<file path="src/hdl/ppha_fifo.sv">
// small register queue used between front and back and for results
// depends on nothing; DEPTH must be a power of two
module ppha_fifo #(
  parameter int WIDTH = 8,
  parameter int DEPTH = 4
) (
  input  logic                       clk,
  input  logic                       rst,
  input  logic                       push,
  input  logic [WIDTH-1:0]           wdata,
  input  logic                       pop,
  output logic [WIDTH-1:0]           rdata,
  output logic                       empty,
  output logic [$clog2(DEPTH+1)-1:0] count
);
  localparam int PW = $clog2(DEPTH);

  logic [WIDTH-1:0] mem [DEPTH];
  logic [PW-1:0]    wr_ptr;
  logic [PW-1:0]    rd_ptr;

  assign empty = (count == '0);
  assign rdata = mem[rd_ptr];

  always_ff @(posedge clk) begin
    if (push) begin
      mem[wr_ptr] <= wdata;
    end
  end

  always_ff @(posedge clk) begin
    if (rst) begin
      wr_ptr <= '0;
      rd_ptr <= '0;
      count  <= '0;
    end else begin
      if (push) begin
        wr_ptr <= wr_ptr + 1'b1;
      end
      if (pop) begin
        rd_ptr <= rd_ptr + 1'b1;
      end
      count <= count + ($clog2(DEPTH+1))'(push) - ($clog2(DEPTH+1))'(pop);
    end
  end
endmodule

</file>
<file path="config.mk">
export PLATFORM = sky130hd
export DESIGN_NAME = ppha_fifo
export DESIGN_NICKNAME = d
export VERILOG_FILES = /design/src/hdl/ppha_fifo.sv
export SDC_FILE = /design/constraint.sdc
export NUM_CORES = 1
export LEC_CHECK = 0
export BUFFER_PORTS_ARGS = -buffer_cell sky130_fd_sc_hd__buf_2
export CAP_MARGIN = 30
export CORE_ASPECT_RATIO = 1.4
export CORE_MARGIN = 4
export CORE_UTILIZATION = 50
export DETAILED_ROUTE_END_ITERATION = 8
export PLACE_DENSITY_LB_ADDON = 0.2
export SETUP_SLACK_MARGIN = 0.02
export SYNTH_ARGS = -nofsm -noshare
export SYNTH_HDL_FRONTEND = slang
export SYNTH_SLANG_ARGS = --single-unit
</file>
<file path="constraint.sdc">
create_clock -name clk -period 1.9 [get_ports clk]
set_input_delay 0.19 -clock clk [delete_from_list [all_inputs] [get_ports clk]]
set_output_delay 0.19 -clock clk [all_outputs]
set_load 0.005 [all_outputs]
</file>
==> results of run 1 <==
state kept, by name, indices dropped and copies added, names as in the netlist, named ones only:
name,count
count,3
mem,32
rd_ptr,2
wr_ptr,2
per-layer routing:
layer  global-route usage  vias to the layer above  routed length [µm]
met3              0.05832                        3                 162
met2               0.1947                       22                1162
li1                     -                      366                   -
met1               0.1253                      374                 824
met5                    0                        -                   0
met4              0.06486                        0                  37
Yosys cell counts:
cell	number	area share
nand3b_1	1	0.0047
buf_6	1	0.0071
nor2b_1	2	0.0079
xor3_1	1	0.015
mux4_2	8	0.11
ha_1	6	0.047
fa_1	1	0.013
a21bo_2	1	0.0063
edfxtp_1	32	0.60
a21oi_1	1	0.0031
nor2_1	5	0.012
and2_1	4	0.016
dfxtp_1	9	0.11
inv_1	6	0.014
mux2i_1	1	0.0063
clkbuf_2	1	0.0031
xnor2_1	2	0.011
nor3_1	1	0.0031
area by class of cell:
type	count	area (µm²)	share of cell area
tap	39	48.80	0.02609
timing repair buffer	24	122.6	0.06555
clock buffer	7	118.9	0.06355
inverter	6	22.52	0.01204
multi-input combinational	34	410.4	0.2194
sequential	41	1142	0.6107
clock inverter	1	5.005	0.002676
power breakdown:
part / switching (µW) / internal [µW] / leakage (µW)
clock network: 276 / 415 / 0.0000645
registers: 33.8 / 1030 / 0.000369
logic: 108 / 148 / 0.000273
critical path: cells and delay by family, from the launching register on:
kind	cells	cell delay, ns
and+or+nand+nor	1	0.09
adders and majority gates	3	0.81
DFF	1	0.34
buffers and inverters	2	0.08
xor gates and xnor gates	1	0.36
cells in the final DEF (no fill, tap or decap), drive strengths merged:
cell type / instances
edfxtp: 32
ha: 6
mux2i: 1
nand3b: 1
xnor2: 2
mux4: 8
nor2b: 2
xor3: 1
clkbuf: 7
inv: 6
nor2: 5
fa: 1
a21oi: 1
dfxtp: 9
buf: 24
a21bo: 1
nor3: 1
clkinv: 1
and2: 4
through the flow:
stage | area [µm²] | power (µW) | util | instances | hold slack [ns]
floorplan | 1590 | 1247 | - | 83 | 0.2616
global placement | 1745 | 1334 | 0.5643 | 144 | 0.4003
detailed placement | 1745 | 1347 | 0.5643 | 144 | 0.4076
CTS | 1869 | 2040 | 0.6044 | 152 | 0.1031
global route | 1871 | 2120 | 0.6048 | 152 | 0.09653
finish | 1871 | 2012 | 0.6048 | 152 | 0.1148
cells by family after synthesis:
group / after synthesis / share of synthesized area
XOR/XNOR: 3 / 0.02596
buffers and inverters: 8 / 0.02439
flip-flops: 41 / 0.7175
AO/OA/AOI/OAI: 2 / 0.009439
multiplexers: 9 / 0.1196
adder cells (fa/ha/maj): 7 / 0.05979
AND/OR/NAND/NOR: 13 / 0.04327
path summary, 6_finish.rpt:
check        slack, ns                     end
max               0.16     count[2]$_SDFF_PP0_
min               0.11     mem[3][5]$_DFFE_PP_
max reg2reg       0.16     count[2]$_SDFF_PP0_
min reg2reg       0.55  rd_ptr[1]$_SDFFE_PP0P_
what timing repair did:
action                                 4_1_cts  5_1_grt
setup endpoints to repair                    0        1
endpoints found under the hold margin        0        0
resized for setup                            0        1
==> run metrics, run 1 <==
Syn Inst Count=83; Max Clock Freq=roughly 580 MHz; Slew HR=0.7078; cts hold-fix bufs=0; VDD IR max=between 0.6 and 0.7 mV; vias in the first global route=757; Std-Cell Core Area=0.003093 mm²; Post-Route WL=2.186 mm; count of state elements after synthesis=slightly above 40; Netlist cell types=18; Leak=roughly 0.00071 µW; vias per cell=between 5 and 6; row cnt=24; status=finished clean; post-synthesis sequential area ratio=0.7175; initial antenna violation count=0; r2r startpoint=count[0]$_SDFF_PP0_; PD cells=1076 mW/mm²; Max clock buf depth=2; placement-stage worst setup slack=0.1299 ns; DRC viols=0; total negative setup slack=0 ns; Final WS setup=between 0.15 and 0.2 ns; Yosys warning total=0; CTS buffer count=5; clk slew on worst S/H paths=roughly 0.070 ns; Worst EP arrival=1.97 ns; Final Critical Period=1.738 ns; Initial Utilization=0.5142; Global Route Usage Sum=0.1181; critical path class=flop to flop; Synth-to-Final Area Change=17.62%; final hold viol count=0; grt ovf=0; Mapped Area=between 0.0015 and 0.002 mm²; fillers=241; # diodes=0; Die Y=74.73 µm; unrepaired setup endpoints after global routing=false; Mapped Avg Cell Area=19.16 µm²; hold depth=1; HP Start=wdata[5]; post-route antenna net violation count=0; DIE WIDTH=55.67 µm; Slew Limit Fails=0; Final Cycle Share=0.9149; H-tree levels=2; max-cap violation count=0; routed length per instance=14.38 µm; Post-Route Skew=0.002565 ns; slowest stage cell on the critical path=fa_1; ratio of cells with drive above 1 in the final layout=0.3717; Iteration-0 DRC Markers=12; worst-path fanout max=3; Final GP Congestion=0.6733; Worst Path Required=2.13 ns; Sinks on Clock Net=just over 40; CP startpoint=count[0]$_SDFF_PP0_; largest net degree at the start of global routing=14; number of port buffers=23; Hold/Removal Path Class=input pin to flop; syn nets=between 100 and 150; DIE AREA=0.004160 mm²; clock root buffer master=clkbuf_8; worst-path cell chain=inv_1 -> ha_1 -> inv_1 -> ha_1 -> fa_1 -> xor3_1 -> nor2_1; latest clock arrival within the worst-skew pair=0.29 ns; R2R cell count=7; Crit path largest cell delay=0.38 ns; actual slew at the worst max-slew pin=0.4383 ns; setup bufs post-CTS=0; TritonCTS clock tree=done; HPWL after DPL=about 1.6 mm; count of final setup violators=0; IO Pins=24; layout net count=131; DR vias=765; drt pass-1 iters=4; Setup crit end kind=flop; first-pass GRT wire length=between 3 and 4 mm; Setup crit start kind=flop
No activity file was read; power rests on OpenSTA's default activity.
==> run 2, diff against run 1 <==
CORE_MARGIN = not set   (was 4)
==> run 2 against run 1 <==
- worst hold slack worse by 0.011 ns
- register-to-register slack got worse by 0.05 ns
- total power is 7.2% lower
- via count rose by 1.4%
- cell count decreased by 1.3%
- sequential cell count is the same
- critical path depth is the same
- sequential power hardly changed
- setup slack got worse by 0.054 ns
- first-iteration DRC count grew 50%
- global-route usage grew 4.3 points
- critical endpoint unchanged
- largest power group unchanged
==> run metrics, run 2 (same netlist as run 1, synthesis figures left out) <==
status=finished clean; Die Y=68.73 µm (-8.0%); TritonCTS clock tree=done; Post-Route Skew=0.005426 ns (+0.002860 ns); clock root buffer master=clkbuf_8; Max Clock Freq=558.0 MHz (-3.0%); final hold viol count=0 (unchanged); cts hold-fix bufs=0 (unchanged); cts repair resizes=0 (unchanged); hold slack final=0.1041 ns (-0.01076 ns); DIE WIDTH=49.67 µm (-11%); IO Pins=24 (unchanged); max FFs per register=32 (unchanged); worst-path cell chain=inv_1 -> ha_1 -> inv_1 -> ha_1 -> fa_1 -> xor3_1 -> nor2_1; Worst EP arrival=2.02 ns (+0.05 ns); Final Non-Filler Cells=150 (-1.3%); DR vias=776 (+1.4%); latest clock arrival within the worst-skew pair=0.29 ns (about the same); initial antenna violation count=0 (unchanged); number of port buffers=23 (unchanged); HPWL after DPL=1.533 mm (-2.5%); commonest non-fill, non-tap cell in the layout=edfxtp_1; worst-path fanout max=3 (unchanged); routed length per instance=14.61 µm (+1.6%); Synth-to-Final Area Change=15.03%; DRC viols=0 (unchanged); Leak=0.0006852 µW (-3.0%); critical path class=flop to flop; R2R cell count=7 (unchanged); largest net degree at the start of global routing=14 (unchanged); H-tree levels=2 (unchanged); hold depth=1 (unchanged); r2r startpoint=count[0]$_SDFF_PP0_; count of final setup violators=0 (unchanged); layout net count=131 (unchanged); Global Route Usage Sum=0.1607 (+0.04265); Iteration-0 DRC Markers=18 (+6); PD cells=1020 mW/mm² (-5.1%); Final Critical Period=1.792 ns (+0.05386 ns); Hold/Removal Path Class=input pin to flop; DIE AREA=0.003413 mm² (-18%); Max clock buf depth=2 (unchanged); # diodes=0 (unchanged); Sinks on Clock Net=41 (unchanged); fin area=0.001829 mm² (-2.2%); Most flops, register=mem; actual slew at the worst max-slew pin=0.4502 ns (+0.01185 ns); slowest stage cell on the critical path=fa_1; dpl cell area=0.001743 mm² (-0.14%); grt ovf=0 (unchanged); vias per cell=5.173 (+2.8%); Setup crit end kind=flop; Initial Utilization=0.5418 (+0.02761); clk slew on worst S/H paths=0.08 ns (about the same); drt pass-1 iters=4 (unchanged); Final GP Congestion=0.6258 (-7.1%); post-route antenna net violation count=0 (unchanged); VDD IR max=0.7245 mV (+14%); unrepaired setup endpoints after global routing=false; vias in the first global route=799 (+5.5%); placed cells=142 (-1.4%); first-pass GRT wire length=3.525 mm (-0.59%); most frequent cells in the layout=edfxtp_1, buf_2, dfxtp_1; reg2reg end=count[2]$_SDFF_PP0_; Post-Route WL=2.191 mm (+0.23%); WP buf/inv=2 (unchanged); max-cap violation count=0 (unchanged); HP Start=wdata[3]; row cnt=23 (-4.2%); largest registers=mem x32, count x3; Overall Power=1866 µW (-7.2%); Crit path largest cell delay=0.38 ns (about the same); critical path's top delay family=adder cells; Final Cycle Share=0.9433 (+0.02835); setup bufs post-CTS=0 (unchanged); WHS Endpoint=mem[3][3]$_DFFE_PP_; fillers=232 (-3.7%); Slew Limit Fails=0 (unchanged); Std-Cell Core Area=0.002935 mm² (-5.1%); Slew HR=0.6999 (-0.007901); total negative setup slack=0 ns (unchanged); flop-to-flop setup slack=0.11 ns (-0.05 ns); CTS buffer count=5 (unchanged); Setup crit start kind=flop; ratio of cells with drive above 1 in the final layout=0.3628 (-0.008850); Worst Path Required=2.13 ns (about the same)
run 2: cell types whose count changed in the layout (fill, tap and decap cells not counted):
cell / change
clkbuf_16: -2
clkinv_2: +1
clkinvlp_4: +1
dfxtp_1: +1
dfxtp_2: -1
run 2: through the flow:
stage | utilization | setup WS, ns
2_1_floorplan | - | 0.1963
3_3_place_gp | 0.5938 | 0.2032
3_5_place_dp | 0.5938 | 0.1048
4_1_cts | 0.6232 | 0.09025
5_1_grt | 0.6232 | 0.04571
6_report | 0.6232 | 0.1078
run 2: cell type report:
| type | instances | area [µm²] | share of cell area |
|---|---|---|---|
| Clock buffer | 5 | 68.82 | 0.03762 |
| Clock inverter | 3 | 17.52 | 0.009576 |
| Inverter | 6 | 22.52 | 0.01231 |
| Multi-Input combinational cell | 34 | 410.4 | 0.2244 |
| Sequential cell | 41 | 1141 | 0.6238 |
| Tap cell | 37 | 46.29 | 0.02531 |
| Timing Repair Buffer | 24 | 122.6 | 0.06703 |
run 2: how the worst max path moves through the flow:
| stage | start | end | slack (ns) | depth (start not counted) |
|---|---|---|---|---|
| 5_1_grt | count[0]$_SDFF_PP0_ | count[2]$_SDFF_PP0_ | 0.05 | 7 |
| 3_5_place_dp | count[0]$_SDFF_PP0_ | count[2]$_SDFF_PP0_ | 0.10 | 7 |
| 6_report | count[0]$_SDFF_PP0_ | count[2]$_SDFF_PP0_ | 0.11 | 7 |
| 3_3_place_gp | count[0]$_SDFF_PP0_ | count[2]$_SDFF_PP0_ | 0.20 | 7 |
| 2_1_floorplan | count[0]$_SDFF_PP0_ | count[2]$_SDFF_PP0_ | 0.20 | 7 |
| 4_1_cts | count[0]$_SDFF_PP0_ | count[2]$_SDFF_PP0_ | 0.09 | 7 |
run 2: report_power, final:
part / switching [µW] / internal [µW] / total, µW
Clock: 293 / 253 / 546
Combinational: 107 / 149 / 256
Sequential: 35.2 / 1030 / 1070
run 2: routing by layer:
layer,wire length [µm],up-vias,GRT usage,part of all wire
met5,0,-,0,0
met4,76,0,0.1286,0.035
met3,142,7,0.05702,0.065
met2,1159,25,0.2804,0.53
met1,811,377,0.1534,0.37
li1,-,367,-,-
run 2: worst reg2reg max path, cell delays in order (launching register included):
cell,delay (ns)
dfxtp_1,0.36
inv_1,0.05
ha_1,0.26
inv_1,0.04
ha_1,0.18
fa_1,0.38
xor3_1,0.35
nor2_1,0.11
